### src/design/image_gradient_magnitude_defines.svh
// Assertion macros shared by the gradient magnitude RTL.
`ifndef IMAGE_GRADIENT_MAGNITUDE_DEFINES_SVH
`define IMAGE_GRADIENT_MAGNITUDE_DEFINES_SVH

`ifndef ASSERT_OFF
`define IGM_ASSERT(name, prop, msg) \
    name: assert property (@(posedge i_clk) disable iff (!i_rst_n) prop) else $error(msg);
`define IGM_ASSERT_NEVER(name, expr, msg) \
    name: assert property (@(posedge i_clk) disable iff (!i_rst_n) !(expr)) else $error(msg);
`else
`define IGM_ASSERT(name, prop, msg)
`define IGM_ASSERT_NEVER(name, expr, msg)
`endif

`endif

### src/design/igm_pkg.sv
// Shared constants, types and helpers for the gradient magnitude block.
package igm_pkg;

    localparam int unsigned CFG_W        = 11;
    localparam int unsigned CFG_IDX_W    = 1;
    localparam int unsigned DIM_W        = 14;
    localparam int unsigned DIM_MIN      = 2;
    localparam int unsigned PIX_W        = 15;
    localparam int unsigned GRAD_W       = 16;
    localparam int unsigned MAG_W        = 16;
    localparam int unsigned SQ_W         = 30;
    localparam int unsigned RAD_W        = 32;
    localparam int unsigned ROOT_STEPS   = RAD_W / 2;
    localparam int unsigned REM_W        = MAG_W + 1;
    localparam int unsigned MAG_MAX      = 46341;
    localparam int unsigned QUEUE_DEPTH  = 4;
    localparam int unsigned DEF_MAX_COLS = 1024;
    localparam int unsigned DEF_MAX_ROWS = 1024;

    localparam logic [CFG_IDX_W-1:0] REG_ROW_COUNT = 1'd0;
    localparam logic [CFG_IDX_W-1:0] REG_COL_COUNT = 1'd1;
    localparam logic [CFG_W-1:0]     CFG_RESET     = 11'd2;

    localparam logic ACT_PIXEL = 1'b0;
    localparam logic ACT_DRAIN = 1'b1;

    typedef struct packed {
        logic signed [GRAD_W-1:0] grad_x;
        logic signed [GRAD_W-1:0] grad_y;
        logic                     frame_end;
    } t_grad_item;

    typedef struct packed {
        logic       valid;
        t_grad_item item;
    } t_grad_push;

    typedef enum logic [1:0] {
        F_IDLE,
        F_RD_NBR,
        F_RD_VERT,
        F_CALC
    } t_front_state;

    typedef enum logic [2:0] {
        B_IDLE,
        B_SQUARE,
        B_SUM,
        B_ROOT,
        B_ROUND
    } t_back_state;

    function automatic logic [DIM_W-1:0] clamp_dim(input logic [CFG_W-1:0] v,
                                                   input int unsigned hi);
        logic [DIM_W-1:0] ve;
        ve = DIM_W'(v);
        if (ve < DIM_W'(DIM_MIN)) begin
            return DIM_W'(DIM_MIN);
        end else if (32'(ve) > hi) begin
            return DIM_W'(hi);
        end
        return ve;
    endfunction

endpackage

### src/design/igm_queue.sv
// Short FIFO of difference pairs between the front end and the magnitude unit.
`include "image_gradient_magnitude_defines.svh"

module igm_queue
    import igm_pkg::*;
(
    input  logic       i_clk,
    input  logic       i_rst_n,
    input  t_grad_push i_push,
    output logic       o_full,
    output t_grad_push o_head,
    input  logic       i_pop
);

    localparam int unsigned QW = $clog2(QUEUE_DEPTH);

    t_grad_item    r_entries [QUEUE_DEPTH];
    logic [QW-1:0] r_wr_ptr, r_rd_ptr;
    logic [QW:0]   r_count;
    logic          do_push, do_pop;

    assign o_full      = (r_count == (QW+1)'(QUEUE_DEPTH));
    assign o_head.valid = (r_count != '0);
    assign o_head.item  = r_entries[r_rd_ptr];
    assign do_push     = i_push.valid && !o_full;
    assign do_pop      = i_pop && o_head.valid;

    always_ff @(posedge i_clk) begin
        if (!i_rst_n) begin
            r_wr_ptr <= '0;
            r_rd_ptr <= '0;
            r_count  <= '0;
        end else begin
            if (do_push) r_wr_ptr <= r_wr_ptr + QW'(1);
            if (do_pop)  r_rd_ptr <= r_rd_ptr + QW'(1);
            case ({do_push, do_pop})
                2'b10:   r_count <= r_count + (QW+1)'(1);
                2'b01:   r_count <= r_count - (QW+1)'(1);
                default: r_count <= r_count;
            endcase
        end
    end

    always_ff @(posedge i_clk) begin
        if (do_push) begin
            r_entries[r_wr_ptr] <= i_push.item;
        end
    end

    `IGM_ASSERT_NEVER(a_push_when_full, i_push.valid && o_full, "push into full queue")
    `IGM_ASSERT_NEVER(a_count_range, r_count > (QW+1)'(QUEUE_DEPTH), "queue count overflow")

endmodule

### config.mk
export PLATFORM = sky130hd
export DESIGN_NAME = igm_queue
export DESIGN_NICKNAME = d
export VERILOG_FILES = /design/src/design/igm_pkg.sv /design/src/design/igm_queue.sv
export VERILOG_INCLUDE_DIRS = /design/src /design/src/design
export SDC_FILE = /design/constraint.sdc
export NUM_CORES = 1
export LEC_CHECK = 0
export ABC_AREA = 1
export BUFFER_PORTS_ARGS = -buffer_cell sky130_fd_sc_hd__clkbuf_2
export CELL_PAD_IN_SITES_DETAIL_PLACEMENT = 1
export CELL_PAD_IN_SITES_GLOBAL_PLACEMENT = 2
export CORE_MARGIN = 5
export CORE_UTILIZATION = 43
export DETAILED_ROUTE_END_ITERATION = 8
export HOLD_SLACK_MARGIN = 0.03
export PLACE_DENSITY = 0.92
export SYNTH_ARGS = -nofsm -noshare
export SYNTH_HDL_FRONTEND = slang
export SYNTH_SLANG_ARGS = --single-unit
export TNS_END_PERCENT = 30
### constraint.sdc
create_clock -name i_clk -period 7.5 [get_ports i_clk]
set_input_delay 0.375 -clock i_clk [delete_from_list [all_inputs] [get_ports i_clk]]
set_output_delay 0.375 -clock i_clk [all_outputs]
set_load 0.03 [all_outputs]
* After elaboration in Yosys (flattened, before gate mapping) *
Memory sizes are Yosys's and may differ from the RTL's. A register that Yosys moved wholly into a read port is not among the register bits.
Cells that the tools add are included.

operators by class
  $add $sub $neg = 4
  eq/ne operators = 3
  multiplexer cells = 5
  reduce and logical (&&, ||, !) cells = 5

operators with widths
  kind                                              count
  one-hot mux 3 bit (2 select lines)                1
  adder 2 x 1 -> 2 bit, second input constant       2
  two-way mux 2 bit                                 2
  adder 3 x 1 -> 3 bit, second input constant       1
  == test 3 bit, second input constant              1
  nonzero test 3 bit                                1
  subtractor 3 x 1 -> 3 bit, second input constant  1
  == test 2 x 1 -> 1 bit, second input constant     1
  == test 2 bit, second input constant              1
  logical AND 1 bit                                 2
  two-way mux 1 bit                                 2
  nonzero test 2 bit                                1
  logical NOT 1 bit                                 1

word-level totals
  flip-flop bits (word level) = 7
  RAM bits = 132
  input bits = 37
  output and inout port bits = 35
  logic and storage cells = 21
  memories = 1

memories
  name       words  width  read ports  clocked after Yosys merged registers in  wr ports  line             RTL
  r_entries  4      33     1           1                                        1         igm_queue.sv:17  t_grad_item r_entries [QUEUE_DEPTH];

* Longest topological paths before layout *
  depth after elaboration = 5
  mapped depth = 13
  depth with buffers taken out = 13

* Worst setup path before layout *
No wires, ideal clock.

  path type = reg2reg
  start = reg r_count[1]
  end = mem r_entries[0][0] (netlist bit) (enable)
  library setup time = 423 ps
  data arrival time = 1999 ps
  data required time = 7077 ps
  setup slack = 5078 ps
  cell stages (with the launch flop) = 5
  buffers on the path = 0
  period minus slack after synthesis = 2422 ps
  cells stage by stage = dfxtp_1 > nor2_1 > nand2_1 > nand2_2 > nor2_1

on the way
  longest elaborated chain between the ends = 5

RTL lines
  what                                     line             RTL
  start: declaration                       igm_queue.sv:19  logic [QW:0] r_count;
  start signal: assignment                 igm_queue.sv:37  2'b10: r_count <= r_count + (QW+1)'(1);
  start signal: assignment                 igm_queue.sv:38  2'b01: r_count <= r_count - (QW+1)'(1);
  start signal: assignment                 igm_queue.sv:39  default: r_count <= r_count;
  == test 3 bit                            igm_queue.sv:22  assign o_full = (r_count == (QW+1)'(QUEUE_DEPTH));
  logical NOT 1 bit                        igm_queue.sv:25  assign do_push = i_push.valid && !o_full;
  logical AND 1 bit                        igm_queue.sv:25
  two-way mux 1 bit                        igm_queue.sv:45  if (do_push) begin
  two-way mux 1 bit (not written as such)  igm_queue.sv:46  r_entries[r_wr_ptr] <= i_push.item;
  end: declaration                         igm_queue.sv:17

Every way passes these cells.

==> results.json <==
{
  "synth_top_area_share_pct": 73.4,
  "chipHeight_um": 122,
  "cts_resized": 0,
  "synth_area_leaders": "edfxtp_1 73%, nor2_1 5.3%, o21ai_0 4.6%, o22ai_1 3.8%, dfxtp_1 3.3%",
  "cts_tree": "done",
  "yosys.area.top_type": "edfxtp_1",
  "post-cts-setup-buffer-count": 0,
  "post-synth-top-count-cell": "edfxtp_1",
  "gr-total-overflow": 0,
  "powerDensity_nw_per_um2": 377,
  "placed_cells": 613,
  "setup_viol": 0,
  "antenna_found_initial": 0,
  "gp_congestion": 0.693,
  "max_clock_freq_mhz": 380,
  "fin_tns_setup_ns": 0,
  "firstDrtPassIters": 4,
  "num_vias": 3316,
  "reg2reg_depth": 4,
  "cap_violations": 0,
  "p_total_mw": 2.43,
  "skew_ns": 0.00865,
  "avgSynthCellArea_um2": 13.9,
  "ys_warn_count": 0,
  "seqPwrFrac_pct": 39.5,
  "reg2reg_to": "r_entries[2][5]$_DFFE_PP_",
  "synthArstFlopShare_pct": 0,
  "arrival_ns": 2.26,
  "antenna_left": 0,
  "worstHoldStart": "i_push[22]",
  "finalMaxSlewViolations": 0,
  "viasPerCell": 5.14,
  "combinationalPowerShare_pct": 25.8,
  "wl_per_cell_um": 19.0,
  "post-dp-hpwl_um": 7110,
  "synthesis.area_um2": 5400,
  "cts_hold_buf": 0,
  "finalCritPeriodShare_pct": 35.1,
  "syn2layout_area_growth_pct": 19.4,
  "critPathLaunchType": "flop",
  "crit_required_ns": 7.12,
  "remaining_drc_errors": 0,
  "hold_class": "input pin to flop",
  "design.die.area_um2": 14900,
  "grt_pass1_vias": 3601,
  "synth-seq-area-share_pct": 76.7,
  "cts_inserted_buffers": 17,
  "syn_inst": 388,
  "drive_above_1_share_pct": 23.3,
  "swShare_pct": 33.6,
  "rr_startpoint": "r_count[1]$_SDFFE_PN0P_",
  "numPortBuffers": 71,
  "htree_levels": 4,
  "multi_input_area_um2": 1050,
  "synth_common_cells": "132 x edfxtp_1, 76 x nor2_1, 50 x o21ai_0",
  "max_slew.worst_pin.slew_ns": 1.13,
  "cts-root-buf": "clkbuf_16",
  "wl_um": 12300,
  "vdd_drop_max_mv": 0.162,
  "r2r_setup_slack_ns": 5.44,
  "worstHoldEndpoint": "r_entries[3][22]$_DFFE_PP_",
  "syn_nets": 431,
  "pwr-share-clk_pct": 34.7,
  "first_iter_violations": 222,
  "synth_edf_count": 132,
  "crit_type": "flop to primary output",
  "synthDistinctLibCells": 19,
  "cts_buffer_depth": 2,
  "max_slew_margin_pct": 24.8,
  "place_area_um2": 5860,
  "min_path_cells": 1,
  "final.min_clock_period_ns": 2.63,
  "ioPinCount": 72,
  "final_cell_area_um2": 6450,
  "cts.sinks": 141,
  "rows": 41,
  "start_util_pct": 43.4,
  "clock_latency_ns": 0.42,
  "grt_pass1_wl_um": 18900,
  "cp-end-kind": "primary output",
  "clkTransAtPathRegs_ns": 0.06,
  "power.leakage_nw": 2.33,
  "synthFlopType": "edfxtp_1",
  "diodes": 0,
  "hold_viol": 0,
  "coreArea_um2": 12500,
  "fin_cells": 645,
  "internal_power_mw": 1.61,
  "final-seq-area_um2": 4150,
  "rsz0062_at_grt": "no",
  "ys_seq_elements": 141,
  "switching_power_mw": 0.818,
  "nets": 503,
  "path_max_fanout": 66,
  "grt_use_total_pct": 17.3,
  "fillers": 1280,
  "grt_max_degree": 67,
  "die_w_um": 122,
  "status": "finished, final reports clean"
}
[layout make-up]
| cell class | count | share of cell area [%] |
|---|---|---|
| Clock inverter | 14 | 2.58 |
| Timing Repair Buffer | 73 | 5.74 |
| Tap cell | 172 | 3.34 |
| Sequential cell | 141 | 64.3 |
| Clock buffer | 18 | 6.65 |
| Multi-Input combinational cell | 208 | 16.3 |
| Inverter | 19 | 1.11 |
[worst max-delay path by stage]
stage,start,endpoint,depth (start not counted)
finish,flop,o_head[21],4
CTS,flop,o_head[30],4
floorplan,r_count[1]$_SDFFE_PN0P_,r_entries[0][0]$_DFFE_PP_,4
detailed placement,flop,o_head[21],4
global route,flop,o_head[23],4
global placement,r_count[1]$_SDFFE_PN0P_,r_entries[0][8]$_DFFE_PP_,4
[cells in the final DEF (no fill, tap or decap), types with 3 or more instances in the layout]
| master | n |
|---|---|
| o21ai_0 | 50 |
| clkinv_4 | 3 |
| ha_1 | 5 |
| o21ai_1 | 18 |
| a21oi_1 | 5 |
| inv_1 | 17 |
| o22ai_1 | 33 |
| nand3_1 | 5 |
| dfxtp_1 | 8 |
| nor2_4 | 4 |
| nor2_1 | 72 |
| clkbuf_16 | 17 |
| edfxtp_1 | 132 |
| bufinv_16 | 3 |
| nand2_1 | 14 |
| clkbuf_2 | 71 |
[logic make-up after synthesis]
logic type | share of synthesized area [%]
DFF | 76.7
AOI/OAI and AO/OA | 10.6
buffers and inverters | 4.38
adders and majority gates | 1.53
and+or+nand+nor | 6.83
[critical path, stage by stage (launching register included)]
cell and delay, ns:
dfxtp_2 0.32, inv_2 0.79, o21ai_0 0.24, o22ai_1 0.22, clkbuf_2 0.25
[metal layers]
layer | up-vias | global-route usage (%) | routed length (um)
li1 | 1570 | - | -
met1 | 1652 | 20.7 | 5190
met2 | 79 | 29.4 | 6400
met3 | 15 | 4.87 | 490
met4 | 0 | 7.28 | 184
met5 | - | 0 | 0
[state kept, by name (all words and copies together), names as in the netlist, named ones only]
register	count
r_wr_ptr	2
r_entries	132
r_rd_ptr	2
r_count	3
[stage by stage]
stage                     util, %  worst slack [ns]  hold slack [ns]
after floorplan                 -              5.08            0.462
after global placement       47.0              5.42            0.483
after detailed placement     47.0              5.31            0.502
after CTS                    51.8              4.84            0.157
after global routing         51.8              4.67            0.153
final                        51.8              4.87            0.171
[power by group through the flow]
stage | combinational [mW] | clock, mW | sequential, mW
final | 0.627 | 0.844 | 0.961
after CTS | 0.639 | 0.851 | 0.962
after detailed placement | 0.633 | 0 | 0.977
after global placement | 0.614 | 0 | 0.972
after floorplan | 0.467 | 0 | 0.973
after global routing | 0.685 | 0.889 | 0.967
No activity file was read; power rests on OpenSTA's default activity.
