File: src/design/image_gradient_magnitude_defines.svh
// Assertion macros shared by the gradient magnitude RTL.
`ifndef IMAGE_GRADIENT_MAGNITUDE_DEFINES_SVH
`define IMAGE_GRADIENT_MAGNITUDE_DEFINES_SVH

`ifndef ASSERT_OFF
`define IGM_ASSERT(name, prop, msg) \
    name: assert property (@(posedge i_clk) disable iff (!i_rst_n) prop) else $error(msg);
`define IGM_ASSERT_NEVER(name, expr, msg) \
    name: assert property (@(posedge i_clk) disable iff (!i_rst_n) !(expr)) else $error(msg);
`else
`define IGM_ASSERT(name, prop, msg)
`define IGM_ASSERT_NEVER(name, expr, msg)
`endif

`endif

File: src/design/igm_pkg.sv
// Shared constants, types and helpers for the gradient magnitude block.
package igm_pkg;

    localparam int unsigned CFG_W        = 11;
    localparam int unsigned CFG_IDX_W    = 1;
    localparam int unsigned DIM_W        = 14;
    localparam int unsigned DIM_MIN      = 2;
    localparam int unsigned PIX_W        = 15;
    localparam int unsigned GRAD_W       = 16;
    localparam int unsigned MAG_W        = 16;
    localparam int unsigned SQ_W         = 30;
    localparam int unsigned RAD_W        = 32;
    localparam int unsigned ROOT_STEPS   = RAD_W / 2;
    localparam int unsigned REM_W        = MAG_W + 1;
    localparam int unsigned MAG_MAX      = 46341;
    localparam int unsigned QUEUE_DEPTH  = 4;
    localparam int unsigned DEF_MAX_COLS = 1024;
    localparam int unsigned DEF_MAX_ROWS = 1024;

    localparam logic [CFG_IDX_W-1:0] REG_ROW_COUNT = 1'd0;
    localparam logic [CFG_IDX_W-1:0] REG_COL_COUNT = 1'd1;
    localparam logic [CFG_W-1:0]     CFG_RESET     = 11'd2;

    localparam logic ACT_PIXEL = 1'b0;
    localparam logic ACT_DRAIN = 1'b1;

    typedef struct packed {
        logic signed [GRAD_W-1:0] grad_x;
        logic signed [GRAD_W-1:0] grad_y;
        logic                     frame_end;
    } t_grad_item;

    typedef struct packed {
        logic       valid;
        t_grad_item item;
    } t_grad_push;

    typedef enum logic [1:0] {
        F_IDLE,
        F_RD_NBR,
        F_RD_VERT,
        F_CALC
    } t_front_state;

    typedef enum logic [2:0] {
        B_IDLE,
        B_SQUARE,
        B_SUM,
        B_ROOT,
        B_ROUND
    } t_back_state;

    function automatic logic [DIM_W-1:0] clamp_dim(input logic [CFG_W-1:0] v,
                                                   input int unsigned hi);
        logic [DIM_W-1:0] ve;
        ve = DIM_W'(v);
        if (ve < DIM_W'(DIM_MIN)) begin
            return DIM_W'(DIM_MIN);
        end else if (32'(ve) > hi) begin
            return DIM_W'(hi);
        end
        return ve;
    endfunction

endpackage

File: src/design/igm_back.sv
// Back end: squares, digit-by-digit square root with rounding, output register.
`include "image_gradient_magnitude_defines.svh"

module igm_back
    import igm_pkg::*;
(
    input  logic                     i_clk,
    input  logic                     i_rst_n,
    input  t_grad_push               i_head,
    output logic                     o_pop,
    output logic                     o_valid,
    input  logic                     i_ready,
    output logic signed [GRAD_W-1:0] o_grad_x,
    output logic signed [GRAD_W-1:0] o_grad_y,
    output logic [MAG_W-1:0]         o_magnitude,
    output logic                     o_frame_end
);

    localparam int unsigned SW = $clog2(ROOT_STEPS);

    t_back_state r_state, n_state;

    logic signed [GRAD_W-1:0] r_gx, r_gy;
    logic                     r_last;
    logic [SQ_W-1:0]          r_sx, r_sy;
    logic [RAD_W-1:0]         r_rad;
    logic [REM_W-1:0]         r_rem;
    logic [MAG_W-1:0]         r_root;
    logic [SW-1:0]            r_step;

    logic                     r_out_valid;
    logic signed [GRAD_W-1:0] r_out_gx, r_out_gy;
    logic [MAG_W-1:0]         r_out_mag;
    logic                     r_out_last;

    logic signed [2*GRAD_W-1:0] sq_x, sq_y;
    logic [REM_W+1:0]           n_cat, n_sub;
    logic                       digit;
    logic [MAG_W-1:0]           root_rnd;
    logic                       out_load;

    assign sq_x     = r_gx * r_gx;
    assign sq_y     = r_gy * r_gy;
    assign n_cat    = {r_rem, r_rad[RAD_W-1 -: 2]};
    assign n_sub    = {1'b0, r_root, 2'b01};
    assign digit    = (n_cat >= n_sub);
    assign root_rnd = (r_rem > {1'b0, r_root}) ? r_root + MAG_W'(1) : r_root;
    assign out_load = (r_state == B_ROUND) && (!r_out_valid || i_ready);
    assign o_pop    = (r_state == B_IDLE) && i_head.valid;

    always_comb begin
        n_state = r_state;
        case (r_state)
            B_IDLE: begin
                if (i_head.valid) n_state = B_SQUARE;
            end
            B_SQUARE: n_state = B_SUM;
            B_SUM:    n_state = B_ROOT;
            B_ROOT: begin
                if (r_step == SW'(ROOT_STEPS - 1)) n_state = B_ROUND;
            end
            B_ROUND: begin
                if (out_load) n_state = B_IDLE;
            end
            default: n_state = B_IDLE;
        endcase
    end

    always_ff @(posedge i_clk) begin
        if (!i_rst_n) begin
            r_state     <= B_IDLE;
            r_out_valid <= 1'b0;
        end else begin
            r_state <= n_state;
            if (out_load) begin
                r_out_valid <= 1'b1;
            end else if (i_ready) begin
                r_out_valid <= 1'b0;
            end
        end
    end

    always_ff @(posedge i_clk) begin
        case (r_state)
            B_IDLE: begin
                if (i_head.valid) begin
                    r_gx   <= i_head.item.grad_x;
                    r_gy   <= i_head.item.grad_y;
                    r_last <= i_head.item.frame_end;
                end
            end
            B_SQUARE: begin
                r_sx <= sq_x[SQ_W-1:0];
                r_sy <= sq_y[SQ_W-1:0];
            end
            B_SUM: begin
                r_rad  <= RAD_W'(r_sx) + RAD_W'(r_sy);
                r_rem  <= '0;
                r_root <= '0;
                r_step <= '0;
            end
            B_ROOT: begin
                r_rad  <= r_rad << 2;
                r_rem  <= digit ? REM_W'(n_cat - n_sub) : REM_W'(n_cat);
                r_root <= {r_root[MAG_W-2:0], digit};
                r_step <= r_step + SW'(1);
            end
            default: ;
        endcase
        if (out_load) begin
            r_out_gx   <= r_gx;
            r_out_gy   <= r_gy;
            r_out_mag  <= root_rnd;
            r_out_last <= r_last;
        end
    end

    assign o_valid     = r_out_valid;
    assign o_grad_x    = r_out_gx;
    assign o_grad_y    = r_out_gy;
    assign o_magnitude = r_out_mag;
    assign o_frame_end = r_out_last;

    `IGM_ASSERT(a_mag_range, out_load |=> (r_out_mag <= MAG_W'(MAG_MAX)), "magnitude out of range")

endmodule

File: config.mk
export PLATFORM = sky130hd
export DESIGN_NAME = igm_back
export DESIGN_NICKNAME = d
export VERILOG_FILES = /design/src/design/igm_pkg.sv /design/src/design/igm_back.sv
export VERILOG_INCLUDE_DIRS = /design/src /design/src/design
export SDC_FILE = /design/constraint.sdc
export NUM_CORES = 1
export LEC_CHECK = 0
export ABC_AREA = 1
export ABC_CLOCK_PERIOD_IN_PS = 6000
export BUFFER_PORTS_ARGS = -buffer_cell sky130_fd_sc_hd__buf_2
export CAP_MARGIN = 15
export CORE_MARGIN = 2
export CORE_UTILIZATION = 30
export CTS_CLUSTER_DIAMETER = 120
export CTS_CLUSTER_SIZE = 20
export DETAILED_ROUTE_END_ITERATION = 8
export MAX_ROUTING_LAYER = met4
export PLACE_DENSITY = 0.43
export SYNTH_ARGS = -nofsm -noshare
export SYNTH_HDL_FRONTEND = slang
export SYNTH_SLANG_ARGS = --single-unit
File: constraint.sdc
create_clock -name i_clk -period 6 [get_ports i_clk]
set_input_delay 0.3 -clock i_clk [delete_from_list [all_inputs] [get_ports i_clk]]
set_output_delay 0.3 -clock i_clk [all_outputs]
set_load 0.02 [all_outputs]
Word-level counts from Yosys, hierarchy flattened
Cells that the tools add are included.
- bits in registers: 215
- input bits: 37
- output and inout bits: 51
- logic and storage cells: 52
- $add $sub $neg: 4
- multiply operators: 2
- order comparisons: 2
- eq/ne operators: 8
- mux-type cells: 12
- reductions and logical operators: 9
- operators with widths (cell ; number):
    one-hot mux 32 bit (2 select lines) ; 1
    multiplier 16 x 16 -> 30 bit ; 2
    one-hot mux 17 bit (2 select lines) ; 1
    one-hot mux 16 bit (2 select lines) ; 1
    adder 30 x 30 -> 31 bit ; 1
    greater-or-equal comparator 19 x 18 -> 1 bit ; 1
    greater-than comparator 17 x 16 -> 1 bit ; 1
    2-to-1 mux 17 bit ; 1
    subtractor 17 bit ; 1
    adder 16 x 1 -> 16 bit (second input constant) ; 1
    2-to-1 mux 16 bit ; 1
    one-hot mux 3 bit (5 select lines) ; 1
    2-to-1 mux 3 bit ; 3
    one-hot mux 4 bit (2 select lines) ; 1
    equality test 3 x 2 -> 1 bit (second input constant) ; 2
    inequality test 2 bit (second input constant) ; 3
    adder 4 x 1 -> 4 bit (second input constant) ; 1
    equality test 4 bit (second input constant) ; 1
    nonzero test 2 bit ; 2
    equality test 3 x 1 -> 1 bit (second input constant) ; 1
    equality test 3 bit (second input constant) ; 1
    zero test 3 bit ; 1
    AND reduction 3 bit ; 1
    logical AND 1 bit ; 2
    other kinds (4) ; 5

Logic depth before layout (Yosys ltp)
- depth in word-level cells: 5
- mapped depth: 28
- gate-level depth less buffers: 26

Worst setup path after synthesis
No wires, ideal clock.
- kind: register to register
- start point: register r_gy[1]
- end point: register r_sy[25], data pin
- library setup time: 253 ps
- arrival: 5520 ps
- slack: 227 ps
- cell stages (with the launch flop): 19
- clock period less this slack: 5773 ps
- cells stage by stage: edfxtp_1 > clkbuf_1 > clkbuf_1 > nand2_1 > inv_1 > fa_1 > inv_1 > fa_1 > inv_1 > fa_1 > fa_1 > fa_1 > fa_1 > ha_1 > nand2_1 > nor4_1 > nand3_1 > nand4_1 > nand2_1
- cells in the longest elaborated chain, start to end: 1
- ends and longest elaborated chain (what ; RTL line ; RTL):
    from (decl) ; igm_back.sv:23 ; logic signed [GRAD_W-1:0] r_gx, r_gy;
    from (signal assigned) ; igm_back.sv:88 ; r_gy <= i_head.item.grad_y;
    multiplier 16 x 16 -> 30 bit ; igm_back.sv:43 ; assign sq_y = r_gy * r_gy;
    net sq_y[25] ; igm_back.sv:36 ; logic signed [2*GRAD_W-1:0] sq_x, sq_y;
    to (signal assigned) ; igm_back.sv:94 ; r_sy <= sq_y[SQ_W-1:0];
    to (decl) ; igm_back.sv:25 ; logic [SQ_W-1:0] r_sx, r_sy;
The timed path passes the listed nets, and every way through them passes these cells.
A chain may end at the register's enable or synchronous reset.

Final worst setup path
- start point: register r_gx[13]
- end point: register r_sx[24], data pin
- cells in the longest elaborated chain, start to end: 1
- ends and longest elaborated chain (what ; RTL line ; RTL):
    from (decl) ; igm_back.sv:23 ;
    from (signal assigned) ; igm_back.sv:87 ; r_gx <= i_head.item.grad_x;
    multiplier 16 x 16 -> 30 bit ; igm_back.sv:42 ; assign sq_x = r_gx * r_gx;
    net sq_x[24] ; igm_back.sv:36 ;
    to (signal assigned) ; igm_back.sv:93 ; r_sx <= sq_x[SQ_W-1:0];
    to (decl) ; igm_back.sv:25 ;
The timed path passes the listed nets, and every way through them passes these cells.

==> key figures <==
Status
  – Outcome: finished clean

Die
  – Vert. Die Dim: around 310 um
  – Num ports: 88
  – DIE AREA: 98670 um^2
  – Standard-cell rows: 113
  – Initial core utilization: 0.3032
  – Die W: 314.1 um
  – Core area: 95150 um^2

Critical path
  – Cell chain of the critical path: buf_4 > nand2_1 > inv_1 > fa_1 > inv_1 > fa_1 > inv_1 > fa_1 > fa_1 > fa_1 > inv_1 > fa_1 > inv_1 > ha_1 > nand2_1 > nor2_1 > inv_1 > nor3_1 > nand3_1 > nand3_1 > nand2_1 > inv_1 > nor2_1
  – R2R Path End: r_sx[24]
  – Crit path largest cell delay: 550 ps
  – Critical Path Start Type: flop
  – CP Data Required Time: approximately 6300 ps
  – CP Class: reg -> reg
  – Crit-path slowest cell: edfxtp_1
  – Crit path top cell by count: inv_1
  – Register-to-Register Path Depth: 23
  – Setup crit end kind: flop
  – Crit path DAT: 6070 ps
  – Internal reg-to-reg setup slack: 260 ps
  – Worst Path Max Fanout: 8
  – Crit path from: r_gx[13]
  – Critical path endpoint: r_sx[24]
  – Critical R2R Launch: r_gx[13]

STA
  – Final hold violations: 0
  – RSZ-0062 raised after global routing: yes
  – Period utilization: 0.9571
  – Max-slew headroom: 0.3183
  – Worst hold slack: between 60 and 70 ps
  – Fin crit period: approximately 5700 ps
  – Clock skew: 32.46 ps
  – Pins Over Slew Limit: 0
  – Maximum clock frequency: 174.1 MHz
  – Worst Tran Pin Value: 1023 ps
  – Final setup vio count: 0

Clock tree
  – H-tree Lvls: 1
  – Clock buffer depth: 3
  – Clock slew at reported path FFs: 90 ps
  – CTS Buf Count: 19
  – CTS Sinks: 213
  – Root buffer cell: clkbuf_16
  – Clock latency on the worst-skew pair: 570 ps
  – CTS tree: done

Routing
  – Final ANT Viol Nets: 0
  – Drt drc: 0
  – Post-DR vias/cell: 4.338
  – WL final: 72960 um
  – DRT Pass-1 Iters: 7
  – Drt first-iter violations: 1156
  – DR WL/cell: 14.99 um
  – Routed via count: around 21000

Logic synthesis
  – Post-synthesis cell count: around 3400
  – Synthesized flop and latch total: ~210
  – Sequential area share after synthesis: 0.2203
  – Synth Area per Inst: 8.418 um^2
  – Synthesized net count: 4129
  – Post-synth cell types: 42
  – Mapped Area: 28850 um^2
  – Yosys warning total: 0

Global route
  – GRT Total Usage: 0.1575
  – Antenna violations before repair: 1
  – Total gr overflow: 0
  – Vias in the first global route: 21980
  – Largest net degree at the start of global routing: 62
  – Global-route wire length before repair: ~120000 um

Min path
  – Worst hold path type: in -> reg

Layout
  – Antenna Cells: 0
  – Number of nets in the layout: 4294
  – Layout cells sized above 1: 0.07135
  – Most common cell after layout, fill and taps aside: inv_1
  – Design area: about 33000 um^2
  – Area growth from synthesis to layout: 12.67%
  – Most frequent cells in the layout: 925 x inv_1, 796 x nand2_1, 449 x fa_1

Placement
  – Number of port buffers: 87
  – Placed Instance Area: 31230 um^2
  – Routability cong.: approximately 0.85
  – Detailed placement HPWL: 60960 um

Flow run
  – Max-cap violations: 0
## worst min-delay path by stage
stage | from | endpoint | slack (ps) | cells after the start
after floorplan | i_head[17] | r_gx[0] | 400 | 0
after global placement | r_last | o_frame_end | 400 | 0
after detailed placement | r_last | o_frame_end | 410 | 0
after CTS | i_ready | o_valid | 10 | 4
after global routing | i_ready | o_valid | 60 | 4
final | i_ready | o_valid | 60 | 4
## synthesized netlist by cell type, drive strengths merged
cell | instances | area [um^2]
a21oi | 104 | 531.8
edfxtp | 209 | 6276
nand4 | 26 | 162.7
a211oi | 1 | 7.510
clkinv | 1 | 3.750
nor3 | 29 | 155.2
a31oi | 3 | 18.77
clkbuf | 67 | 252.7
o21bai | 13 | 97.59
a21o | 7 | 52.55
nand3 | 133 | 683.2
nor2 | 231 | 872.1
nand3b | 6 | 45.04
o21a | 4 | 30.03
buf | 11 | 82.57
nor3b | 1 | 7.510
a21boi | 1 | 7.510
or2 | 3 | 18.77
a31o | 2 | 17.52
inv | 929 | 3487
fa | 450 | 9009
o21ai | 77 | 385.4
and3 | 1 | 6.260
dfxtp | 4 | 80.08
xor2 | 72 | 638.1
nor4 | 6 | 37.54
xnor2 | 21 | 183.9
nand2 | 800 | 3010
ha | 215 | 2690
## sequential cells by signal, indices dropped and copies added (netlist names)
register and cells:
o_frame_end 1, r_state 3, o_grad_x 16, r_gy 16, r_step 4, o_valid 1
r_rem 17, r_root 16, o_magnitude 16, r_sx 29, r_last 1, r_gx 16
o_grad_y 16, r_sy 29, r_rad 32
## cell type report
type                       instances  area [um^2]
fill                           10150        62650
tap                             1265         1583
clock buffer                      20        479.2
inverter                         930         3491
clock inverter                    11        136.4
timing repair buffer             222         1672
multi-input combinational       2206        18790
sequential                       213         6356
## per-layer routing
| metal | vias to the layer above | routed length (um) | global-route usage |
|---|---|---|---|
| li1 | 10570 | - | - |
| met1 | 10270 | 34570 | 0.2118 |
| met2 | 236 | 35170 | 0.2621 |
| met3 | 41 | 2286 | 0.01555 |
| met4 | 0 | 929 | 0.02436 |
| met5 | - | 0 | - |
## cell families after synthesis
| group | after synthesis | share of synthesized area |
|---|---|---|
| buffers and inverters | 1008 | 0.1326 |
| xor gates and xnor gates | 93 | 0.02849 |
| DFF | 213 | 0.2203 |
| AOI/OAI and AO/OA | 212 | 0.03981 |
| and+or+nand+nor | 1236 | 0.1733 |
| adders and majority gates | 665 | 0.4055 |
## through the flow
step,utilization,cells,setup TNS [ps],setup slack (ps)
detailed placement,0.3282,4779,-12.01,-12.01
floorplan,-,3427,0,227.0
global route,0.3416,4867,-43.01,-15.25
finish,0.3416,4867,0,257.2
CTS,0.3385,4846,0,10.09
global placement,0.3282,4779,-109.8,-76.12
## repair_timing
item / in CTS / in global routing
endpoints found under the setup margin: 2 / 30
buffers inserted: 2 / 21
pin swaps: 0 / 1
hold endpoints to repair: 36 / 0
resized for setup: 0 / 14
cloned: 0 / 0
hold buffers: 34 / 0
## critical path, delay by kind of cell, from the launching register on
| family | cells | cell delay, ps |
|---|---|---|
| simple gates | 8 | 1000 |
| fa+ha+maj | 7 | 3320 |
| flops | 1 | 550 |
| buf+inv | 8 | 640 |
Power is left out: the tool's default activity adds up to more than one toggle a clock period on the data nets, which glitch-free logic cannot reach.
